### src/sv/macr_pkg.sv
package macr_pkg;

    localparam int ADDR_W = 6;
    localparam int REG_IDX_W = 3;

    localparam logic [REG_IDX_W-1:0] REG_V_ALARM = 3'd0;
    localparam logic [REG_IDX_W-1:0] REG_V_WARN  = 3'd1;
    localparam logic [REG_IDX_W-1:0] REG_C_ALARM = 3'd2;
    localparam logic [REG_IDX_W-1:0] REG_C_WARN  = 3'd3;
    localparam logic [REG_IDX_W-1:0] REG_F_ALARM = 3'd4;
    localparam logic [REG_IDX_W-1:0] REG_F_WARN  = 3'd5;
    localparam logic [REG_IDX_W-1:0] REG_DB_VF   = 3'd6;
    localparam logic [REG_IDX_W-1:0] REG_DB_CP   = 3'd7;

    localparam logic [63:0] DB_VF_RESET = 64'h0000_0000_0001_0001;
    localparam logic [63:0] DB_CP_RESET = 64'h0000_0001_0000_000A;

    localparam logic [1:0] ST_GOOD   = 2'd0;
    localparam logic [1:0] ST_FAIL   = 2'd1;
    localparam logic [1:0] ST_NOCONN = 2'd2;
    localparam logic [1:0] ST_RSVD   = 2'd3;

    localparam logic [1:0] LVL_NORMAL = 2'd0;
    localparam logic [1:0] LVL_HIGH   = 2'd1;
    localparam logic [1:0] LVL_LOW    = 2'd2;

    typedef struct packed {
        logic [1:0]  read_status;
        logic [15:0] voltage_raw;
        logic [31:0] current_raw;
        logic [31:0] power_raw;
        logic [15:0] frequency_raw;
    } in_item_t;

    typedef struct packed {
        logic        report;
        logic [1:0]  status_out;
        logic [1:0]  voltage_level;
        logic [1:0]  current_level;
        logic [1:0]  frequency_level;
        logic [15:0] voltage_out;
        logic [31:0] current_out;
        logic [31:0] power_out;
        logic [15:0] frequency_out;
        logic        reconnect_request;
    } out_item_t;

    typedef struct packed {
        logic [63:0] v_alarm;
        logic [63:0] v_warn;
        logic [63:0] c_alarm;
        logic [63:0] c_warn;
        logic [63:0] f_alarm;
        logic [63:0] f_warn;
        logic [31:0] db_vf;
        logic [63:0] db_cp;
    } cfg_t;

endpackage

### src/sv/macr_level.sv
module macr_level (
    input  logic [1:0]  prev,
    input  logic [31:0] x,
    input  logic [63:0] alarms,
    input  logic [63:0] warns,
    output logic [1:0]  level
);
    import macr_pkg::*;

    logic [31:0] ha;
    logic [31:0] la;
    logic [31:0] hw;
    logic [31:0] lw;

    assign ha = alarms[63:32];
    assign la = alarms[31:0];
    assign hw = warns[63:32];
    assign lw = warns[31:0];

    // alarm limits set the level, warning limits hold it
    always_comb
    begin
        if (ha == 32'd0)
            level = LVL_NORMAL;
        else if (x >= ha)
            level = LVL_HIGH;
        else if (x <= la)
            level = LVL_LOW;
        else if (prev == LVL_HIGH && x > hw)
            level = LVL_HIGH;
        else if (prev == LVL_LOW && x < lw)
            level = LVL_LOW;
        else
            level = LVL_NORMAL;
    end

endmodule

### src/sv/macr_regs.sv
module macr_regs (
    input  logic                        clk,
    input  logic                        rst_n,
    input  logic                        psel,
    input  logic                        penable,
    input  logic                        pwrite,
    input  logic [macr_pkg::ADDR_W-1:0] paddr,
    input  logic [63:0]                 pwdata,
    output logic [63:0]                 prdata,
    output macr_pkg::cfg_t              cfg
);
    import macr_pkg::*;

    cfg_t                 cfg_reg;
    cfg_t                 cfg_next;
    logic                 wr;
    logic [REG_IDX_W-1:0] idx;

    assign wr  = psel && penable && pwrite;
    assign idx = paddr[ADDR_W-1:ADDR_W-REG_IDX_W];
    assign cfg = cfg_reg;

    always_comb
    begin
        cfg_next = cfg_reg;
        if (wr)
        begin
            case (idx)
                REG_V_ALARM: cfg_next.v_alarm = pwdata;
                REG_V_WARN:  cfg_next.v_warn  = pwdata;
                REG_C_ALARM: cfg_next.c_alarm = pwdata;
                REG_C_WARN:  cfg_next.c_warn  = pwdata;
                REG_F_ALARM: cfg_next.f_alarm = pwdata;
                REG_F_WARN:  cfg_next.f_warn  = pwdata;
                REG_DB_VF:   cfg_next.db_vf   = pwdata[31:0];
                REG_DB_CP:   cfg_next.db_cp   = pwdata;
                default:     cfg_next = cfg_reg;
            endcase
        end
    end

    always_comb
    begin
        case (idx)
            REG_V_ALARM: prdata = cfg_reg.v_alarm;
            REG_V_WARN:  prdata = cfg_reg.v_warn;
            REG_C_ALARM: prdata = cfg_reg.c_alarm;
            REG_C_WARN:  prdata = cfg_reg.c_warn;
            REG_F_ALARM: prdata = cfg_reg.f_alarm;
            REG_F_WARN:  prdata = cfg_reg.f_warn;
            REG_DB_VF:   prdata = {32'd0, cfg_reg.db_vf};
            REG_DB_CP:   prdata = cfg_reg.db_cp;
            default:     prdata = 64'd0;
        endcase
    end

    always_ff @(posedge clk or negedge rst_n)
    begin
        if (!rst_n)
        begin
            cfg_reg.v_alarm <= 64'd0;
            cfg_reg.v_warn  <= 64'd0;
            cfg_reg.c_alarm <= 64'd0;
            cfg_reg.c_warn  <= 64'd0;
            cfg_reg.f_alarm <= 64'd0;
            cfg_reg.f_warn  <= 64'd0;
            cfg_reg.db_vf   <= DB_VF_RESET[31:0];
            cfg_reg.db_cp   <= DB_CP_RESET;
        end
        else
        begin
            cfg_reg <= cfg_next;
        end
    end

endmodule

### src/sv/macr_core.sv
module macr_core #(
    parameter int FAILURE_LIMIT = 10
) (
    input  logic                clk,
    input  logic                rst_n,
    input  logic                fire,
    input  macr_pkg::in_item_t  item,
    input  macr_pkg::cfg_t      cfg,
    output macr_pkg::out_item_t result
);
    import macr_pkg::*;

    localparam int CNT_W = $clog2(FAILURE_LIMIT + 2);

    logic [1:0]       v_lvl_reg, c_lvl_reg, f_lvl_reg;
    logic [1:0]       v_lvl_next, c_lvl_next, f_lvl_next;
    logic [15:0]      v_reg, v_next;
    logic [31:0]      c_reg, c_next;
    logic [31:0]      p_reg, p_next;
    logic [15:0]      f_reg, f_next;
    logic [1:0]       rep_status_reg, rep_status_next;
    logic [5:0]       rep_levels_reg, rep_levels_next;
    logic [15:0]      rep_v_reg, rep_v_next;
    logic [31:0]      rep_c_reg, rep_c_next;
    logic [31:0]      rep_p_reg, rep_p_next;
    logic [15:0]      rep_f_reg, rep_f_next;
    logic             first_reg, first_next;
    logic [CNT_W-1:0] fail_reg, fail_next;

    logic [1:0]       v_lvl_new, c_lvl_new, f_lvl_new;
    logic [1:0]       status;
    logic             good;
    logic [5:0]       levels;
    logic [15:0]      v_diff, f_diff;
    logic [31:0]      c_diff, p_diff;
    logic             moved_any;
    logic             report;
    logic [CNT_W-1:0] fail_inc;
    logic             reconnect;

    macr_level u_v_level (
        .prev   (v_lvl_reg),
        .x      ({16'd0, item.voltage_raw}),
        .alarms (cfg.v_alarm),
        .warns  (cfg.v_warn),
        .level  (v_lvl_new)
    );

    macr_level u_c_level (
        .prev   (c_lvl_reg),
        .x      (item.current_raw),
        .alarms (cfg.c_alarm),
        .warns  (cfg.c_warn),
        .level  (c_lvl_new)
    );

    macr_level u_f_level (
        .prev   (f_lvl_reg),
        .x      ({16'd0, item.frequency_raw}),
        .alarms (cfg.f_alarm),
        .warns  (cfg.f_warn),
        .level  (f_lvl_new)
    );

    // reserved status code counts as a failed read
    assign status = (item.read_status == ST_RSVD) ? ST_FAIL : item.read_status;
    assign good   = (status == ST_GOOD);

    assign v_lvl_next = good ? v_lvl_new : v_lvl_reg;
    assign c_lvl_next = good ? c_lvl_new : c_lvl_reg;
    assign f_lvl_next = good ? f_lvl_new : f_lvl_reg;
    assign v_next     = good ? item.voltage_raw : v_reg;
    assign c_next     = good ? item.current_raw : c_reg;
    assign p_next     = good ? item.power_raw : p_reg;
    assign f_next     = good ? item.frequency_raw : f_reg;

    assign levels = {f_lvl_next, c_lvl_next, v_lvl_next};

    assign v_diff = (v_next >= rep_v_reg) ? v_next - rep_v_reg : rep_v_reg - v_next;
    assign c_diff = (c_next >= rep_c_reg) ? c_next - rep_c_reg : rep_c_reg - c_next;
    assign p_diff = (p_next >= rep_p_reg) ? p_next - rep_p_reg : rep_p_reg - p_next;
    assign f_diff = (f_next >= rep_f_reg) ? f_next - rep_f_reg : rep_f_reg - f_next;

    assign moved_any = (v_diff > cfg.db_vf[31:16]) || (f_diff > cfg.db_vf[15:0])
                    || (c_diff > cfg.db_cp[63:32]) || (p_diff > cfg.db_cp[31:0]);

    assign report = first_reg || (status != rep_status_reg)
                 || (levels != rep_levels_reg) || moved_any;

    assign fail_inc  = fail_reg + CNT_W'(1);
    assign reconnect = !good && (fail_inc > CNT_W'(FAILURE_LIMIT));

    always_comb
    begin
        rep_status_next = rep_status_reg;
        rep_levels_next = rep_levels_reg;
        rep_v_next      = rep_v_reg;
        rep_c_next      = rep_c_reg;
        rep_p_next      = rep_p_reg;
        rep_f_next      = rep_f_reg;
        first_next      = first_reg;
        if (report)
        begin
            rep_status_next = status;
            rep_levels_next = levels;
            rep_v_next      = v_next;
            rep_c_next      = c_next;
            rep_p_next      = p_next;
            rep_f_next      = f_next;
            first_next      = 1'b0;
        end
        // restart the failure run on a good read or when it raises reconnect
        if (good || reconnect)
            fail_next = '0;
        else
            fail_next = fail_inc;
    end

    always_comb
    begin
        result.report            = report;
        result.status_out        = status;
        result.voltage_level     = v_lvl_next;
        result.current_level     = c_lvl_next;
        result.frequency_level   = f_lvl_next;
        result.voltage_out       = v_next;
        result.current_out       = c_next;
        result.power_out         = p_next;
        result.frequency_out     = f_next;
        result.reconnect_request = reconnect;
    end

    always_ff @(posedge clk or negedge rst_n)
    begin
        if (!rst_n)
        begin
            v_lvl_reg      <= LVL_NORMAL;
            c_lvl_reg      <= LVL_NORMAL;
            f_lvl_reg      <= LVL_NORMAL;
            v_reg          <= '0;
            c_reg          <= '0;
            p_reg          <= '0;
            f_reg          <= '0;
            rep_status_reg <= ST_NOCONN;
            rep_levels_reg <= {LVL_NORMAL, LVL_NORMAL, LVL_NORMAL};
            rep_v_reg      <= '0;
            rep_c_reg      <= '0;
            rep_p_reg      <= '0;
            rep_f_reg      <= '0;
            first_reg      <= 1'b1;
            fail_reg       <= '0;
        end
        else if (fire)
        begin
            v_lvl_reg      <= v_lvl_next;
            c_lvl_reg      <= c_lvl_next;
            f_lvl_reg      <= f_lvl_next;
            v_reg          <= v_next;
            c_reg          <= c_next;
            p_reg          <= p_next;
            f_reg          <= f_next;
            rep_status_reg <= rep_status_next;
            rep_levels_reg <= rep_levels_next;
            rep_v_reg      <= rep_v_next;
            rep_c_reg      <= rep_c_next;
            rep_p_reg      <= rep_p_next;
            rep_f_reg      <= rep_f_next;
            first_reg      <= first_next;
            fail_reg       <= fail_next;
        end
    end

endmodule

### src/sv/meter_alarm_change_reporter.sv
// channel  | handshake             | payload
// ---------+-----------------------+---------------------------------------
// poll     | poll_valid/poll_ready | read status, raw V, I, P, f
// result   | result_valid/ready    | report flag, status, levels, values
// config   | APB psel/penable      | 64-bit limit and deadband registers
//
// One poll per cycle sustained while results are taken; a poll passes the input
// register, then the result register, and result_valid rises once it reaches
// the result register.
// The evaluation stage between the two registers holds all per-poll state.
// A stalled result holds the result register; the input register still
// takes one more poll, then poll_ready drops until the result moves.
// Reset clears levels, live and reported values and the failure run, and
// returns the config registers to their defaults.
module meter_alarm_change_reporter #(
    parameter int FAILURE_LIMIT = 10
) (
    input  logic                        clk,
    input  logic                        rst_n,
    input  logic                        poll_valid,
    output logic                        poll_ready,
    input  macr_pkg::in_item_t          poll,
    output logic                        result_valid,
    input  logic                        result_ready,
    output macr_pkg::out_item_t         result,
    input  logic                        psel,
    input  logic                        penable,
    input  logic                        pwrite,
    input  logic [macr_pkg::ADDR_W-1:0] paddr,
    input  logic [63:0]                 pwdata,
    output logic [63:0]                 prdata,
    output logic                        pready
);
    import macr_pkg::*;

    logic      in_valid_reg, in_valid_next;
    in_item_t  in_item_reg, in_item_next;
    logic      out_valid_reg, out_valid_next;
    out_item_t out_item_reg, out_item_next;
    out_item_t eval_result;
    cfg_t      cfg;
    logic      fire;
    logic      poll_take;

    macr_regs u_regs (
        .clk     (clk),
        .rst_n   (rst_n),
        .psel    (psel),
        .penable (penable),
        .pwrite  (pwrite),
        .paddr   (paddr),
        .pwdata  (pwdata),
        .prdata  (prdata),
        .cfg     (cfg)
    );

    macr_core #(
        .FAILURE_LIMIT (FAILURE_LIMIT)
    ) u_core (
        .clk    (clk),
        .rst_n  (rst_n),
        .fire   (fire),
        .item   (in_item_reg),
        .cfg    (cfg),
        .result (eval_result)
    );

    assign pready = 1'b1;

    // advance when the result register is empty or being drained
    assign fire       = in_valid_reg && (!out_valid_reg || result_ready);
    assign poll_ready = !in_valid_reg || fire;
    assign poll_take  = poll_valid && poll_ready;

    assign in_valid_next  = poll_take ? 1'b1 : (fire ? 1'b0 : in_valid_reg);
    assign in_item_next   = poll_take ? poll : in_item_reg;
    assign out_valid_next = fire ? 1'b1 : (result_ready ? 1'b0 : out_valid_reg);
    assign out_item_next  = fire ? eval_result : out_item_reg;

    assign result_valid = out_valid_reg;
    assign result       = out_item_reg;

    always_ff @(posedge clk or negedge rst_n)
    begin
        if (!rst_n)
        begin
            in_valid_reg  <= 1'b0;
            out_valid_reg <= 1'b0;
        end
        else
        begin
            in_valid_reg  <= in_valid_next;
            out_valid_reg <= out_valid_next;
        end
    end

    always_ff @(posedge clk)
    begin
        in_item_reg  <= in_item_next;
        out_item_reg <= out_item_next;
    end

    a_no_rsvd_status: assert property (@(posedge clk) disable iff (!rst_n)
        result_valid |-> result.status_out != ST_RSVD)
        else $error("reserved status code reached the result");

    a_reconnect_on_fail: assert property (@(posedge clk) disable iff (!rst_n)
        result_valid && result.reconnect_request |-> result.status_out != ST_GOOD)
        else $error("reconnect request on a good read");

    a_ready_when_empty: assert property (@(posedge clk) disable iff (!rst_n)
        !out_valid_reg |-> poll_ready)
        else $error("poll stalled with an empty result register");

    a_fire_fills_result: assert property (@(posedge clk) disable iff (!rst_n)
        fire |=> result_valid)
        else $error("evaluated poll did not reach the result register");

endmodule

### config.mk
export PLATFORM = sky130hd
export DESIGN_NAME = meter_alarm_change_reporter
export DESIGN_NICKNAME = d
export VERILOG_FILES = /design/src/sv/macr_pkg.sv /design/src/sv/macr_level.sv /design/src/sv/macr_regs.sv /design/src/sv/macr_core.sv /design/src/sv/meter_alarm_change_reporter.sv
export SDC_FILE = /design/constraint.sdc
export NUM_CORES = 2
export LEC_CHECK = 0
export BUFFER_PORTS_ARGS = -buffer_cell sky130_fd_sc_hd__buf_2
export CAP_MARGIN = 20
export CORE_ASPECT_RATIO = 1.5
export CORE_MARGIN = 2
export CORE_UTILIZATION = 45
export CTS_BUF_LIST = sky130_fd_sc_hd__clkbuf_8
export CTS_CLUSTER_SIZE = 20
export DETAILED_ROUTE_END_ITERATION = 8
export SYNTH_ARGS = -nofsm -noshare
export SYNTH_HDL_FRONTEND = slang
export SYNTH_SLANG_ARGS = --single-unit
### constraint.sdc
create_clock -name clk -period 8 [get_ports clk]
set_input_delay 0.4 -clock clk [delete_from_list [all_inputs] [get_ports clk]]
set_output_delay 0.4 -clock clk [all_outputs]
set_load 0.02 [all_outputs]
==> results_dict.tcl <==
set metrics [dict create \
    pin_count 348 \
    syn-mean-instance-area_um2 9.53 \
    ant_nets 0 \
    unrepaired_setup_endpoints_after_global_routing "no" \
    area_fraction_in_and_or_nand_and_nor_cells_after_synthesis 0.106 \
    timing.final.setup_violations 0 \
    post_route_cells_drive_above_1_share 0.154 \
    gp_congestion 0.987 \
    antenna_found_initial 15 \
    synth_top_area_cell "dfrtp_1" \
    post-route-period-util 0.952 \
    drc 0 \
    max_clock_freq_ghz 0.131 \
    post-route-worst-setup-slack_ps 385 \
    grt_util_all_layers 0.332 \
    synth_compound_gate_area_share 0.172 \
    numCtsBuffers 150 \
    htreeDepth 4 \
    clock_latency_reported_for_the_late_side_of_the_worst_skew_pair_ps 900 \
    fin_max_slew_vios 0 \
    postSynthNetCount 6469 \
    cp_data_required_time_ps 8740 \
    timing.critical_path.mode_cell "buf_4" \
    status "completed" \
    p_sw_mw 9.66 \
    vdd.ir_drop.worst_v 0.000196 \
    vias_per_cell 5.78 \
    syn2layout_area_growth_pct 16.5 \
    synth-seq-area-share 0.429 \
    synthDistinctLibCells 86 \
    dominantRegCellSynth "dfrtp_1" \
    transition_time_at_the_pin_with_the_least_slew_margin_ps 1170 \
    swShare 0.440 \
    number_of_synthesized_flops_with_an_enable_pin 204 \
    power_frac_seq 0.292 \
    list_of_most_frequent_post_synthesis_cells "dfrtp_1 (686), o21ai_0 (681), nand2_1 (680)" \
    critical_path_arrival_ps 8360 \
    clock_tree.root_cell "clkbuf_8" \
    critical_path.max_stage_delay_ps 510 \
    worst_slack_at_placement_ps 167 \
    post_synth_main_area_contributors "dfrtp_1 (31%), ha_1 (12%), edfxtp_1 (11%)" \
    crit_family "compound AO/OA/AOI/OAI gates" \
    routed-via-count 46300 \
    effective_utilization_at_floorplan 0.454 \
    critPathSlowestCell "nor4_2" \
    yosys_register_bits 897 \
    grt_max_degree 159 \
    grt_first_pass_wirelength_um 301000 \
    die-area_um2 125000 \
    timing.hold.worst.class "primary input to asynchronous set/reset pin" \
    synth_top_family_by_area "compound AO/OA/AOI/OAI gates" \
    die-height_um 431 \
    row_count 156 \
    synth_warnings 0 \
    endpoint_kind "flop" \
    design.core.area_um2 121000 \
    globalRouteOverflowTotal 0 \
    synthDominantCellAreaShare 0.314 \
    post_synth_inst_count 5747 \
    cell_internal_pwr_mw 12.3 \
    timing.max_cap.violations 0 \
    wl_um 208000 \
    grt_pass1_vias 46500 \
    yosys.area_share.xor_xnor 0.0144 \
    cellPowerDensity_nw_per_um2 345 \
    critical_path.startpoint_type "flop" \
    post-synth-top-count-cell "dfrtp_1" \
    wire_per_inst_um 26.0 \
    fillerInstances 11200 \
    drt_first_iter_violations 3625 \
    hpwl_um 157000 \
    critPathKind "flop to flop" \
    clk_pin_slew_ps 60 \
    dr.pass1.iters 6 \
    layout_min_cycle_time_ps 7620 \
    setup_tns_ps 0 \
    area_share_of_fa_ha_maj_cells_after_synthesis 0.126 \
    timing.max_slew.rel_slack 0.213 \
    power.static_leakage_nw 30.2 \
    portBuffers 343 \
    synth.mux.area_fraction 0.0900 \
    critical_path.max_fanout 28 \
    fin_skew_ps 39.6 \
    power.share.clock 0.194 \
    cts-root-to-sink-buffers 3 \
    cts_num_sinks 897 \
    finish.net_count 7030 \
    logic_pwr_share 0.513 \
    tritoncts "built" \
    floorplan.die.width_um 289 \
    postSynth.asyncResetShare 0.773 \
    post_synth_instance_area_um2 54800 \
    count_of_final_hold_check_violations 0 \
    critical_path_buf_inv_count 5 \
    largest_register_ffs 480 \
]
==> final cells by class <==
class / instances / area (µm²) / area share
multi-input cells: 3983 / 28000 / 0.440
flip-flops and latches: 897 / 23500 / 0.368
repair buffers: 691 / 4960 / 0.0778
clock buffers: 183 / 2520 / 0.0395
inverters: 585 / 2200 / 0.0345
well taps: 1580 / 1980 / 0.0310
clock inverters: 93 / 568 / 0.00891
diodes: 7 / 17.5 / 0.000275
==> routing by layer <==
layer  wire, µm  track usage
met2      97200        0.541
met5         84            0
met3      12700       0.0589
met4      18900        0.254
met1      79300        0.386
==> final timing paths <==
path                            depth (start not counted)                                to                   startpoint  slack, ps
worst max-delay path                                   28  u_core.rep_c_reg[31]$_DFFE_PN0P_    in_item_reg[97]$_DFFE_PP_        380
worst min-delay path                                    2       u_core.v_reg[9]$_DFFE_PN0P_                        rst_n         90
worst max register to register                         28  u_core.rep_c_reg[31]$_DFFE_PN0P_    in_item_reg[97]$_DFFE_PP_        380
worst min register to register                          2       u_core.v_reg[9]$_DFFE_PN0P_  u_core.v_reg[9]$_DFFE_PN0P_        480
max in group asynchronous                               4      u_core.c_reg[24]$_DFFE_PN0P_                        rst_n       5870
min in group clk                                        2          in_item_reg[0]$_DFFE_PP_                      poll[0]        220
==> cell families after synthesis <==
| family | Yosys count |
|---|---|
| compound gates | 1595 |
| fa+ha+maj | 547 |
| buf+inv | 867 |
| xor+xnor | 90 |
| simple gates | 1294 |
| flops | 897 |
| mux | 456 |
| other cells | 1 |
==> cells in the final DEF (no fill, tap or decap), types with 31 or more instances in the layout <==
cell | synthesis | final
nand3_1 | 69 | 69
a21o_1 | 105 | 104
a21oi_1 | 410 | 410
a221oi_1 | 63 | 63
clkbuf_8 | 0 | 183
nor2_1 | 202 | 189
buf_4 | 16 | 169
xnor2_1 | 56 | 55
nor2b_1 | 49 | 49
nor4_1 | 62 | 61
nor3_1 | 45 | 41
dlygate4sd3_1 | 0 | 166
o21ai_0 | 681 | 677
xor2_1 | 34 | 34
nand2_1 | 680 | 678
ha_1 | 539 | 538
mux2i_1 | 273 | 268
o21a_1 | 32 | 31
mux2_2 | 169 | 169
o21bai_1 | 39 | 39
a31oi_1 | 35 | 35
dfrtp_1 | 686 | 686
edfxtp_1 | 204 | 204
buf_2 | 15 | 339
inv_1 | 581 | 631
nand4_1 | 91 | 91
==> power by group through the flow <==
stage / logic [mW] / clock network, mW / registers [mW]
2_1_floorplan: 7.21 / 0 / 6.33
3_3_place_gp: 10.9 / 0 / 6.45
3_5_place_dp: 11.0 / 0 / 6.48
4_1_cts: 11.2 / 4.36 / 6.41
5_1_grt: 12.4 / 4.54 / 6.52
6_report: 11.3 / 4.27 / 6.42
==> what timing repair did <==
| item | 4_1_cts | 5_1_grt |
|---|---|---|
| hold buffers | 166 | 0 |
| setup endpoints to repair | 0 | 105 |
| buffers inserted | 0 | 11 |
| endpoints found under the hold margin | 645 | 0 |
| resized for setup | 0 | 18 |
==> stage by stage <==
step	hold WS [ps]	power, mW	utilization	cells	cell area (µm²)
final	85.3	22.0	0.529	8019	63800
after global routing	105	23.4	0.529	8016	63800
after CTS	45.8	21.9	0.527	7998	63500
after detailed placement	434	17.5	0.487	7556	58800
after global placement	423	17.3	0.487	7554	58800
after floorplan	104	13.5	-	5747	54800
Power figures use the tool's default switching activity.
